===== src/rtl/msi_pkg.sv =====
package msi_pkg;

	localparam int MAX_LAYERS_DEF = 4;
	localparam int MAX_INPUTS_DEF = 1024;
	localparam int MAX_HIDDEN_DEF = 64;

	localparam int CFG_AW = 5;

	typedef enum logic [1:0] {
		CMD_WEIGHT = 2'd0,
		CMD_BIAS   = 2'd1,
		CMD_FEAT   = 2'd2,
		CMD_EVAL   = 2'd3
	} cmd_t;

	typedef enum logic [2:0] {
		REG_LAYERS = 3'd0,
		REG_INPUTS = 3'd1,
		REG_HID1   = 3'd2,
		REG_HID2   = 3'd3,
		REG_HID3   = 3'd4
	} reg_idx_t;

	typedef struct packed {
		cmd_t               cmd;
		logic [1:0]         layer;
		logic [9:0]         row;
		logic [5:0]         col;
		logic signed [15:0] value;
	} item_t;

	typedef struct packed {
		logic [2:0]  layer_count;
		logic [10:0] input_width;
		logic [6:0]  hid1;
		logic [6:0]  hid2;
		logic [6:0]  hid3;
	} cfg_t;

	typedef logic [16:0] sig_tab_t [17];
	localparam sig_tab_t SIG_TABLE = '{
		17'd32768, 17'd40793, 17'd47911, 17'd53581, 17'd57724, 17'd60565,
		17'd62428, 17'd63615, 17'd64357, 17'd64816, 17'd65097, 17'd65269,
		17'd65374, 17'd65438, 17'd65476, 17'd65500, 17'd65514
	};

	function automatic logic signed [15:0] sat16(input logic signed [63:0] v);
		if (v > 64'sd32767) return 16'sh7FFF;
		if (v < -64'sd32768) return 16'sh8000;
		return v[15:0];
	endfunction

	function automatic logic [16:0] sigmoid_q(input logic signed [15:0] x);
		logic [16:0] a;
		logic [16:0] s;
		logic [3:0]  i;
		logic [6:0]  f;
		logic [16:0] d;
		logic [23:0] p;
		a = x[15] ? 17'(-{x[15], x}) : {1'b0, x};
		i = a[10:7];
		f = a[6:0];
		if (a >= 17'd2048) begin
			s = SIG_TABLE[16];
		end else begin
			d = SIG_TABLE[5'(i) + 5'd1] - SIG_TABLE[i];
			p = 24'(d) * 24'(f);
			s = SIG_TABLE[i] + 17'(p >> 7);
		end
		return x[15] ? 17'(17'h10000 - s) : s;
	endfunction

endpackage


===== src/rtl/msi_front.sv =====
module msi_front
	import msi_pkg::*;
(
	input  logic  clk,
	input  logic  arst_n,
	input  logic  item_valid,
	output logic  item_stall,
	input  item_t item_in,
	output logic  head_valid,
	output item_t head,
	input  logic  pop
);

	item_t      buf_q [2];
	logic       wr_q;
	logic       rd_q;
	logic [1:0] cnt_q;
	logic       push;

	assign item_stall = (cnt_q == 2'd2);
	assign push       = item_valid && !item_stall;
	assign head_valid = (cnt_q != 2'd0);
	assign head       = buf_q[rd_q];

	always_ff @(posedge clk or negedge arst_n) begin
		if (!arst_n) begin
			wr_q  <= 1'b0;
			rd_q  <= 1'b0;
			cnt_q <= 2'd0;
		end else begin
			if (push) wr_q <= !wr_q;
			if (pop) rd_q <= !rd_q;
			cnt_q <= cnt_q + 2'(push) - 2'(pop);
		end
	end

	always_ff @(posedge clk) begin
		if (push) buf_q[wr_q] <= item_in;
	end

endmodule


===== config.mk =====
export PLATFORM = sky130hd
export DESIGN_NAME = msi_front
export DESIGN_NICKNAME = d
export VERILOG_FILES = /design/src/rtl/msi_pkg.sv /design/src/rtl/msi_front.sv
export SDC_FILE = /design/constraint.sdc
export NUM_CORES = 1
export LEC_CHECK = 0
export BUFFER_PORTS_ARGS = -buffer_cell sky130_fd_sc_hd__clkbuf_2
export CAP_MARGIN = 20
export CORE_UTILIZATION = 52
export DETAILED_ROUTE_END_ITERATION = 6
export GPL_TIMING_DRIVEN = 1
export PLACE_DENSITY_LB_ADDON = 0.05
export RECOVER_POWER = 25
export SLEW_MARGIN = 5
export SYNTH_ARGS = -nofsm -noshare
export SYNTH_HDL_FRONTEND = slang
export SYNTH_SLANG_ARGS = --single-unit

===== constraint.sdc =====
create_clock -name clk -period 2.9 [get_ports clk]
set_clock_uncertainty 0.05 [all_clocks]
set_input_delay 0.145 -clock clk [delete_from_list [all_inputs] [get_ports clk]]
set_output_delay 0.145 -clock clk [all_outputs]
set_load 0.1 [all_outputs]

==> flow_summary.toml <==
[cells_and_area]
diodes = 0
multiInputGateArea_sq_um = 609.3
fill_cells = 387
final_cells = 330
areaGrowthSynthToFinish_pct = 32.41
postLayoutCellArea_sq_um = 3895
drive_above_1_share = 0.4690
seq_area_sq_um = 2263
finalNetCount = 296

[floorplanning]
die_h_um = 77.21
pin_count = 78
core_sq_um = 5473
start_util = 0.5375
die-width_um = 77.21
die_area_sq_um = 5961
rows = 27

[timing]
hold_violations = 0
tns_ns = 0
final-setup-viol-count = 0
fmax_mhz = 425.8
slew_violations = 0
worst_pin_slew_ns = 0.8352
slew_headroom = 0.4432
fin_crit_ns = 2.349
rsz0062_at_grt = "false"
fin_crit_sh = 0.8099

[placed_design]
port_buffers = 77
hpwl_mm = 3.031
dpl_cell_area_sq_um = 3378
gp_congestion = 0.7043
placed_cells = 277

[clock_tree]
clk_latency_ns = 0.33
cts_htree_levels = 3
cts.sinks = 76
post-cts-setup-buffers = 0
clk_path_buf_depth = 2
clock_tree.root_cell = "clkbuf_8"
numCtsBuffers = 9
cts_tree = "done"
clk_pin_slew_ns = 0.07

[yosys]
ys_warn_count = 0
syn_area_sq_um = 2942
synth.distinct_cells = 15
synth_cells = 129
syn_avg_cell_area_sq_um = 22.80
ys_seq_elements = 76
ys_seq_area_frac = 0.7690
syn-num-nets = 171

[global_routing]
grt_pass1_wl_mm = 7.624
grt_antenna_before_repair = 0
grt_pass1_vias = 1672
overflow = 0
grt_max_degree = 37
grtUsageTotal = 0.1769

[outcome]
status = "finished, final reports clean"

[hold_path]
hold_path_class = "input port to async pin"

[drt]
drt_pass1_iterations = 3
drt-total-wl_mm = 4.731
viasPerCell = 4.748
ant_nets = 0
drcViolationCount = 0
vias = 1567
post_drt_wl_per_cell_um = 14.34
drtIter0Drc = 41

[setup_path]
crit_path_cell_trace = "buf_4 -> mux2_2 -> clkbuf_2"
crit_type = "register to output pin"
critPathBufInv = 2
slowest_delay_ns = 0.69
cp.required_ns = 2.71
end_kind = "output pin"
r2r_slack_ns = 1.02
crit_slowest_cell = "dfrtp_2"
cp_max_fo = 18
crit_family = "buffers and inverters"
cp.arrival_ns = 2.15
critPathLaunchType = "register"

[flow_run]
drv_cap = 0
==> flip-flops by register name, indices dropped and copies added, names as in the netlist <==
name / flops
wr_q: 1
cnt_q: 2
buf_q: 72
rd_q: 1
==> area by class of cell <==
class | count | share of cell area
clock buffer | 11 | 0.03373
inverter | 2 | 0.001927
timing repair buffer | 118 | 0.1992
sequential | 76 | 0.5811
clock inverter | 4 | 0.004497
tap | 72 | 0.02313
multi-input combinational | 47 | 0.1564
==> worst paths after layout <==
path / startpoint / to / cells past startpoint
worst max-delay path: rd_q / head[5] / 3
worst min-delay path: arst_n / rd_q / 2
worst max register to register: cnt_q[1] / buf_q[0][4] / 4
worst min register to register: cnt_q[0] / cnt_q[0] / 1
max in group asynchronous: arst_n / rd_q / 2
min in group clk: item_valid / wr_q / 3
==> layout by cell type (no fill, tap or decap), types with 2 or more instances in the layout <==
cell / synthesis / final
edfxtp_1: 72 / 72
buf_4: 0 / 3
xnor2_1: 3 / 3
clkbuf_8: 0 / 9
dfrtp_1: 4 / 3
dlygate4sd3_1: 0 / 38
clkbuf_2: 0 / 67
ha_1: 2 / 2
clkbuf_1: 0 / 12
inv_1: 2 / 2
mux2_2: 7 / 7
clkinv_1: 0 / 2
clkinv_2: 0 / 2
mux2_4: 29 / 29
==> synthesized netlist by cell type <==
master / count / area share
edfxtp_1: 72 / 0.74
mux2_4: 29 / 0.15
mux2_2: 7 / 0.027
dfrtp_1: 4 / 0.034
buf_12: 3 / 0.020
xnor2_1: 3 / 0.0089
ha_1: 2 / 0.0085
inv_1: 2 / 0.0026
and3_1: 1 / 0.0021
buf_6: 1 / 0.0038
nand2_1: 1 / 0.0013
nand2b_1: 1 / 0.0021
nor2_1: 1 / 0.0013
or2_2: 1 / 0.0021
xor2_1: 1 / 0.0030
==> metrics by stage <==
| stage | setup slack, ns | hold slack, ns | utilization |
|---|---|---|---|
| floorplan | 0.3126 | -0.2006 | - |
| global placement | 0.9176 | -0.08891 | 0.6173 |
| detailed placement | 0.8779 | -0.09004 | 0.6173 |
| CTS | 0.5087 | 0.08619 | 0.7140 |
| global route | 0.4490 | 0.1325 | 0.7117 |
| finish | 0.5512 | 0.1209 | 0.7117 |
==> per-layer routing <==
layer  track usage  vias to the layer above  share of wire
met5             0                        -              0
met3       0.04524                       13          0.041
met4        0.1151                        0          0.033
met2        0.3062                       55           0.53
li1              -                      754              -
met1        0.1906                      745           0.40
==> cell families after synthesis <==
kind of cell	Yosys count	synth area share
xor+xnor	4	0.01191
fa+ha+maj	2	0.008506
buf+inv	6	0.02680
flops	76	0.7690
mux	36	0.1748
simple gates	5	0.008934
==> what timing repair did <==
action	in CTS	in global routing
hold endpoints to repair	77	0
hold buffers	38	0
endpoints found under the setup margin	0	0
gates resized for setup	0	0
Power is not shown: default switching activity piles up to over one toggle a cycle in this logic, so the estimate is an artifact.
